File: src/sv/isotp_pkg.sv
// shared constants and the frame type for the iso-tp segmenter
// no dependencies
package isotp_pkg;

    localparam int FRAME_BYTES   = 8;
    localparam int FF_DATA_BYTES = 6;
    localparam int CF_DATA_BYTES = 7;
    localparam int PCI_SHIFT     = 4;
    localparam int LEN_BITS      = 12;
    localparam int ID_BITS       = 29;
    localparam int FILL_BITS     = $clog2(FRAME_BYTES);

    // command codes on the input tuser
    localparam logic CMD_START = 1'b0;
    localparam logic CMD_DATA  = 1'b1;

    // pci nibbles
    localparam logic [7-PCI_SHIFT:0] PCI_SF = 4'h0;
    localparam logic [7-PCI_SHIFT:0] PCI_FF = 4'h1;
    localparam logic [7-PCI_SHIFT:0] PCI_CF = 4'h2;

    // register word index
    localparam logic REG_PAD_FRAMES = 1'b0;

    localparam logic [3:0] LEN_FULL = 4'(FRAME_BYTES);

    typedef struct packed {
        logic [3:0]                  dlc;
        logic [FRAME_BYTES-1:0][7:0] data;
        logic [ID_BITS-1:0]          can_id;
        logic                        message_end;
    } frame_t;

endpackage

File: src/sv/isotp_seg_core.sv
// frame builder: message state, frame store and frame assembly
// depends on isotp_pkg
module isotp_seg_core (
    input  logic                            aclk,
    input  logic                            aresetn,
    input  logic                            pad_frames,
    input  logic                            fire,
    input  logic                            cmd,
    input  logic [isotp_pkg::ID_BITS-1:0]   arb_id,
    input  logic [isotp_pkg::LEN_BITS-1:0]  msg_size,
    input  logic [7:0]                      data_byte,
    output logic                            emit,
    output isotp_pkg::frame_t               frame
);

    localparam logic [isotp_pkg::FILL_BITS-1:0] FILL_LAST =
        isotp_pkg::FILL_BITS'(isotp_pkg::FRAME_BYTES - 1);
    localparam logic [isotp_pkg::FILL_BITS-1:0] FILL_FF =
        isotp_pkg::FILL_BITS'(isotp_pkg::FRAME_BYTES - isotp_pkg::FF_DATA_BYTES);
    localparam logic [isotp_pkg::FILL_BITS-1:0] FILL_CF =
        isotp_pkg::FILL_BITS'(isotp_pkg::FRAME_BYTES - isotp_pkg::CF_DATA_BYTES);
    localparam logic [isotp_pkg::FILL_BITS-1:0] FILL_ONE =
        isotp_pkg::FILL_BITS'(1);
    localparam logic [isotp_pkg::LEN_BITS-1:0]  LEFT_ONE =
        isotp_pkg::LEN_BITS'(1);

    logic [isotp_pkg::ID_BITS-1:0]              id_reg, id_next;
    logic [2:0]                                 size_reg, size_next;
    logic [isotp_pkg::LEN_BITS-1:0]             left_reg, left_next, left_dec;
    logic [isotp_pkg::FRAME_BYTES-1:0][7:0]     store_reg, store_next, store_wr;
    logic [isotp_pkg::FILL_BITS-1:0]            fill_reg, fill_next;
    logic [3:0]                                 seq_reg, seq_next;
    logic                                       multi_reg, multi_next;
    logic                                       busy_reg, busy_next;

    always_comb begin
        id_next    = id_reg;
        size_next  = size_reg;
        left_next  = left_reg;
        store_next = store_reg;
        fill_next  = fill_reg;
        seq_next   = seq_reg;
        multi_next = multi_reg;
        busy_next  = busy_reg;
        emit       = 1'b0;

        store_wr           = store_reg;
        store_wr[fill_reg] = data_byte;
        left_dec           = left_reg - LEFT_ONE;

        frame.can_id       = id_reg;
        frame.data         = store_wr;
        frame.message_end  = (left_dec == '0);
        if (multi_reg || pad_frames) begin
            frame.dlc = isotp_pkg::LEN_FULL;
        end else begin
            frame.dlc = {1'b0, size_reg} + 4'd1;
        end

        if (fire) begin
            if (cmd == isotp_pkg::CMD_START) begin
                id_next    = arb_id;
                size_next  = msg_size[2:0];
                left_next  = msg_size;
                seq_next   = 4'd1;
                store_next = '0;
                busy_next  = 1'b1;
                if (msg_size < isotp_pkg::LEN_BITS'(isotp_pkg::FRAME_BYTES)) begin
                    multi_next    = 1'b0;
                    store_next[0] = {isotp_pkg::PCI_SF, 1'b0, msg_size[2:0]};
                    fill_next     = FILL_ONE;
                    if (msg_size == '0) begin
                        // empty message leaves at once as a bare single frame
                        busy_next          = 1'b0;
                        emit               = 1'b1;
                        frame.can_id       = arb_id;
                        frame.data         = '0;
                        frame.message_end  = 1'b1;
                        frame.dlc          = pad_frames ? isotp_pkg::LEN_FULL : 4'd1;
                    end
                end else begin
                    multi_next    = 1'b1;
                    store_next[0] = {isotp_pkg::PCI_FF, msg_size[11:8]};
                    store_next[1] = msg_size[7:0];
                    fill_next     = FILL_FF;
                end
            end else if (busy_reg) begin
                left_next = left_dec;
                if (fill_reg == FILL_LAST || left_dec == '0) begin
                    emit = 1'b1;
                    // first frame does not advance the sequence
                    if (multi_reg &&
                        store_wr[0][7:isotp_pkg::PCI_SHIFT] == isotp_pkg::PCI_CF) begin
                        seq_next = seq_reg + 4'd1;
                    end
                    store_next    = '0;
                    store_next[0] = {isotp_pkg::PCI_CF, seq_next};
                    fill_next     = FILL_CF;
                    if (left_dec == '0) begin
                        busy_next = 1'b0;
                    end
                end else begin
                    store_next = store_wr;
                    fill_next  = fill_reg + FILL_ONE;
                end
            end
        end
    end

    always_ff @(posedge aclk) begin
        if (!aresetn) begin
            left_reg  <= '0;
            fill_reg  <= '0;
            seq_reg   <= 4'd1;
            multi_reg <= 1'b0;
            busy_reg  <= 1'b0;
        end else begin
            left_reg  <= left_next;
            fill_reg  <= fill_next;
            seq_reg   <= seq_next;
            multi_reg <= multi_next;
            busy_reg  <= busy_next;
        end
    end

    always_ff @(posedge aclk) begin
        id_reg    <= id_next;
        size_reg  <= size_next;
        store_reg <= store_next;
    end

endmodule

File: src/sv/isotp_seg_skid.sv
// two-entry output buffer: result register plus one skid entry
// depends on isotp_pkg
module isotp_seg_skid (
    input  logic              aclk,
    input  logic              aresetn,
    input  logic              in_valid,
    output logic              in_ready,
    input  isotp_pkg::frame_t in_frame,
    output logic              out_valid,
    input  logic              out_ready,
    output isotp_pkg::frame_t out_frame
);

    logic              out_valid_reg;
    logic              skid_valid_reg;
    isotp_pkg::frame_t out_frame_reg;
    isotp_pkg::frame_t skid_frame_reg;

    assign in_ready  = !skid_valid_reg;
    assign out_valid = out_valid_reg;
    assign out_frame = out_frame_reg;

    always_ff @(posedge aclk) begin
        if (!aresetn) begin
            out_valid_reg  <= 1'b0;
            skid_valid_reg <= 1'b0;
        end else if (!out_valid_reg || out_ready) begin
            if (skid_valid_reg) begin
                out_valid_reg  <= 1'b1;
                skid_valid_reg <= 1'b0;
            end else begin
                out_valid_reg  <= in_valid;
            end
        end else if (in_valid) begin
            // result register stalled, park the new frame
            skid_valid_reg <= 1'b1;
        end
    end

    always_ff @(posedge aclk) begin
        if (!out_valid_reg || out_ready) begin
            out_frame_reg <= skid_valid_reg ? skid_frame_reg : in_frame;
        end else if (in_valid && !skid_valid_reg) begin
            skid_frame_reg <= in_frame;
        end
    end

endmodule

File: src/sv/isotp_frame_segmenter_unit.sv
// iso-tp segmenter top level: stream ports, register port, core and output buffer
// depends on isotp_pkg, isotp_seg_core, isotp_seg_skid
// output: a completed frame is registered in the output buffer before it appears on m_axis
// throughput: one input transfer per cycle while s_axis_tready is high, set by the frame builder
// s_axis_tready drops only while both entries of the two-entry output buffer are full
// reset: synchronous, active low; clears message state, output buffer and pad_frames
module isotp_frame_segmenter_unit (
    input  logic         aclk,
    input  logic         aresetn,
    input  logic         s_axis_tvalid,
    output logic         s_axis_tready,
    input  logic [55:0]  s_axis_tdata,   // arb_id[28:0], msg_size[40:29], data_byte[48:41]
    input  logic         s_axis_tuser,   // cmd
    output logic         m_axis_tvalid,
    input  logic         m_axis_tready,
    output logic [103:0] m_axis_tdata,   // can_id[28:0], byte0..byte7[92:29], dlc[96:93]
    output logic         m_axis_tlast,
    input  logic         psel,
    input  logic         penable,
    input  logic         pwrite,
    input  logic [2:0]   paddr,
    input  logic [31:0]  pwdata,
    output logic [31:0]  prdata,
    output logic         pready
);

    logic              pad_frames_reg;
    logic              fire;
    logic              emit;
    isotp_pkg::frame_t core_frame;
    isotp_pkg::frame_t out_frame;

    assign pready = 1'b1;

    always_ff @(posedge aclk) begin
        if (!aresetn) begin
            pad_frames_reg <= 1'b0;
        end else if (psel && penable && pwrite && paddr[2] == isotp_pkg::REG_PAD_FRAMES) begin
            pad_frames_reg <= pwdata[0];
        end
    end

    always_comb begin
        prdata = '0;
        if (paddr[2] == isotp_pkg::REG_PAD_FRAMES) begin
            prdata[0] = pad_frames_reg;
        end
    end

    assign fire = s_axis_tvalid && s_axis_tready;

    isotp_seg_core u_core (
        .aclk       (aclk),
        .aresetn    (aresetn),
        .pad_frames (pad_frames_reg),
        .fire       (fire),
        .cmd        (s_axis_tuser),
        .arb_id     (s_axis_tdata[28:0]),
        .msg_size   (s_axis_tdata[40:29]),
        .data_byte  (s_axis_tdata[48:41]),
        .emit       (emit),
        .frame      (core_frame)
    );

    isotp_seg_skid u_skid (
        .aclk      (aclk),
        .aresetn   (aresetn),
        .in_valid  (emit),
        .in_ready  (s_axis_tready),
        .in_frame  (core_frame),
        .out_valid (m_axis_tvalid),
        .out_ready (m_axis_tready),
        .out_frame (out_frame)
    );

    assign m_axis_tdata = {7'b0, out_frame.dlc, out_frame.data, out_frame.can_id};
    assign m_axis_tlast = out_frame.message_end;

endmodule

File: config.mk
export PLATFORM = sky130hd
export DESIGN_NAME = isotp_frame_segmenter_unit
export DESIGN_NICKNAME = d
export VERILOG_FILES = /design/src/sv/isotp_pkg.sv /design/src/sv/isotp_seg_core.sv /design/src/sv/isotp_seg_skid.sv /design/src/sv/isotp_frame_segmenter_unit.sv
export SDC_FILE = /design/constraint.sdc
export NUM_CORES = 1
export LEC_CHECK = 0
export ABC_CLOCK_PERIOD_IN_PS = 12100
export BUFFER_PORTS_ARGS = -buffer_cell sky130_fd_sc_hd__buf_2
export CORE_ASPECT_RATIO = 0.9
export CORE_UTILIZATION = 56
export CTS_CLUSTER_SIZE = 10
export DETAILED_ROUTE_END_ITERATION = 16
export GPL_ROUTABILITY_DRIVEN = 0
export HOLD_SLACK_MARGIN = 0.03
export PLACE_DENSITY = 0.84
export SLEW_MARGIN = 20
export SYNTH_ARGS = -nofsm -noshare
export SYNTH_HDL_FRONTEND = slang
export SYNTH_SLANG_ARGS = --single-unit
File: constraint.sdc
create_clock -name aclk -period 12.1 [get_ports aclk]
set_input_delay 1.21 -clock aclk [delete_from_list [all_inputs] [get_ports aclk]]
set_output_delay 1.21 -clock aclk [all_outputs]
set_load 0.1 [all_outputs]
==> results_dict.tcl <==
set metrics [dict create \
    run_status "finished, final reports clean" \
    synthMostInstantiatedCell "edfxtp_1" \
    most_used_flip_flop_cell_after_synthesis "edfxtp_1" \
    critical_path.cell_chain "buf_2 -> inv_1 -> nand3_1 -> inv_1 -> buf_4 -> and3_4 -> buf_4 -> mux2_1 -> mux2_2" \
    regToRegStartpoint "u_skid.skid_valid_reg" \
    clock_transition_at_path_regs_ns 0.06 \
    area_delta_synth_final_pct 13.8 \
    drcViolationCount 0 \
    grt_use_total 0.229 \
    postSynthAreaPerCell_um2 13.5 \
    fmaxAchievable_mhz 188 \
    crit_required_ns 12.34 \
    ys_warn_count 0 \
    drv_cap 0 \
    floorplan.rows 53 \
    postSynthRegisterBits 316 \
    drt.antenna.violating_nets 0 \
    finalClockSkew_ns 0.0206 \
    slew_headroom 0.310 \
    synth_enable_flop_cells 292 \
    routed-via-count 8480 \
    report.final.setup_viol 0 \
    hold_path.class "flop to flop" \
    worst-path-max-fanout 93 \
    drive_above_1_share 0.250 \
    count_of_routing_violations_after_the_opening_detailed_route_iteration 895 \
    timing.final.max_slew_violations 0 \
    wirelength_um 28400 \
    post_cts_hold_buffer_count 0 \
    grt_pass1_wl_um 44500 \
    grt_max_degree 94 \
    fin_util 0.658 \
    ys_seq_area_frac 0.676 \
    nNetsFinal 1251 \
    standard_cell_with_the_maximum_stage_delay_on_the_critical_path "and3_4" \
    worst_hold_slack_ns 0.498 \
    core_region_area_mm2 0.0237 \
    synthTopCellsByArea "edfxtp_1, mux2_2, mux2i_1" \
    synth.top_cells.by_count "edfxtp_1, nor2_1, nand2_1, o31ai_1, mux2i_1" \
    start_util 0.578 \
    max_slew.worst_pin.slew_ns 1.03 \
    critical_path_arrival_ns 5.55 \
    mux_cell_area_share_after_synthesis 0.102 \
    cp-startpoint "s_axis_tuser" \
    critical_path_class "input port to flop" \
    final_critical_path_required_period_ns 5.31 \
    synth_compound_gate_area_share 0.0749 \
    finalPower_uw 2660 \
    cts.sink_count 316 \
    dr.pass1.iters 7 \
    clockRootBuffer "clkbuf_16" \
    rsz0062_at_grt "false" \
    grt_busiest_layer "met2" \
    cts.path.max_buffers 3 \
    insertion_delay_ns 0.51 \
    gr-usage-met1 0.320 \
    async_reset_ff_frac 0 \
    place.detailed.hpwl_um 17100 \
    clock_tree.htree_level_count 2 \
    grt_remaining_overflow 0 \
    netlist-cell-type-count 60 \
    cts_tree "built" \
    groute.layer.met2.usage 0.372 \
    finalCritPeriodShare 0.439 \
    combinational_family_with_the_most_area_after_synthesis "multiplexers" \
    delay_contributed_by_the_slowest_stage_of_the_critical_path_ns 0.94 \
    avgViaCountPerCell 5.79 \
    post_cts_buffers 0 \
    crit_path_start_kind "input port" \
    post_synth_inst_count 1011 \
    port_buffers 159 \
    finalHoldViolCount 0 \
    power.density_mw_per_mm2 171 \
    synthSimpleGateAreaFrac 0.0904 \
    cts_buffers 37 \
    synth.cell_area_mm2 0.0137 \
    power_leakage_uw 0.00591 \
    cp-end-kind "flop" \
    yosys.area.top_type_share 0.641 \
    antenna_found_initial 1 \
    timing.hold.worst.start "u_core.left_reg[1]" \
    avgRoutedWirePerCell_um 19.4 \
    floorplan.die.height_um 150 \
    synth-xor-area-share 0.00320 \
    grt_util_met3 0.0379 \
    ios 239 \
    dieArea_mm2 0.0251 \
    fp.dieW_um 167 \
    grt_pass1_vias 8152 \
    final.setup.tns_ns 0 \
    synth_area_leader_cell "edfxtp_1" \
    synthAdderAreaFrac 0.00549 \
    vdd_ir_drop_max_uv 80.7 \
    cts.repair.resized 0 \
]
-- worst max-delay path: cells and delay by family --
family,cells,cell delay [ns]
muxes,2,0.71
and+or+nand+nor,2,1.20
buffers and inverters,5,2.32
-- worst paths after layout --
check                                       endpoint  slack (ns)  depth (start not counted)
worst max-delay path            u_skid.out_frame[16]        6.79                          9
worst min register to register    u_core.left_reg[1]        0.50                          2
worst max register to register  u_skid.out_frame[16]        7.47                          9
worst min-delay path              u_core.left_reg[1]        0.50                          2
-- final cells by class --
class / count / area [um^2]
timing repair buffer: 174 / 908
fill: 1642 / 8110
inverter: 10 / 40.0
clock inverter: 1 / 8.76
tap: 302 / 378
clock buffer: 54 / 1040
multi-input combinational: 607 / 3930
antenna: 1 / 2.50
sequential: 316 / 9250
-- placed cells by master, fill, tap and decap left out, types with 5 or more instances in the layout --
cell	count
buf_4	15
conb_1	39
nor3b_1	5
inv_1	7
nor2b_1	6
clkbuf_16	39
buf_2	159
ha_1	6
dfxtp_1	23
clkbuf_1	14
nor2_1	129
edfxtp_1	292
a31oi_1	7
mux2i_1	64
mux2_2	63
a21oi_1	18
nor3_1	8
nand3_1	12
o21ai_0	18
nand2_1	83
o31ai_1	66
a211oi_1	7
-- cell families (layout without fill, tap and decap cells) --
group / count (synthesis) / after routing
other cells: 2 / 40
simple gates: 279 / 279
compound gates: 147 / 147
flops: 316 / 316
xor+xnor: 5 / 5
buf+inv: 125 / 239
mux: 131 / 131
fa+ha+maj: 6 / 6
-- metrics by stage --
step	instance area, um^2	setup WS (ns)	instances
after floorplan	13800	1.75	1048
after global placement	14500	6.39	1409
after detailed placement	14500	6.36	1409
after CTS	15600	6.86	1464
after global routing	15600	6.55	1465
final	15600	6.79	1465
-- power breakdown --
group / leakage (uW) / switching [uW] / internal [uW]
Combinational: 0.00236 / 339 / 68.6
Clock: 0.000509 / 394 / 589
Sequential: 0.00305 / 19.8 / 1250
Total: 0.00591 / 752 / 1910
-- metal layers --
metal / wire [um] / share of wire
met2: 13700 / 0.48
met4: 621 / 0.022
met1: 12100 / 0.43
met5: 0 / 0
met3: 1960 / 0.069
Power figures use the tool's default switching activity.
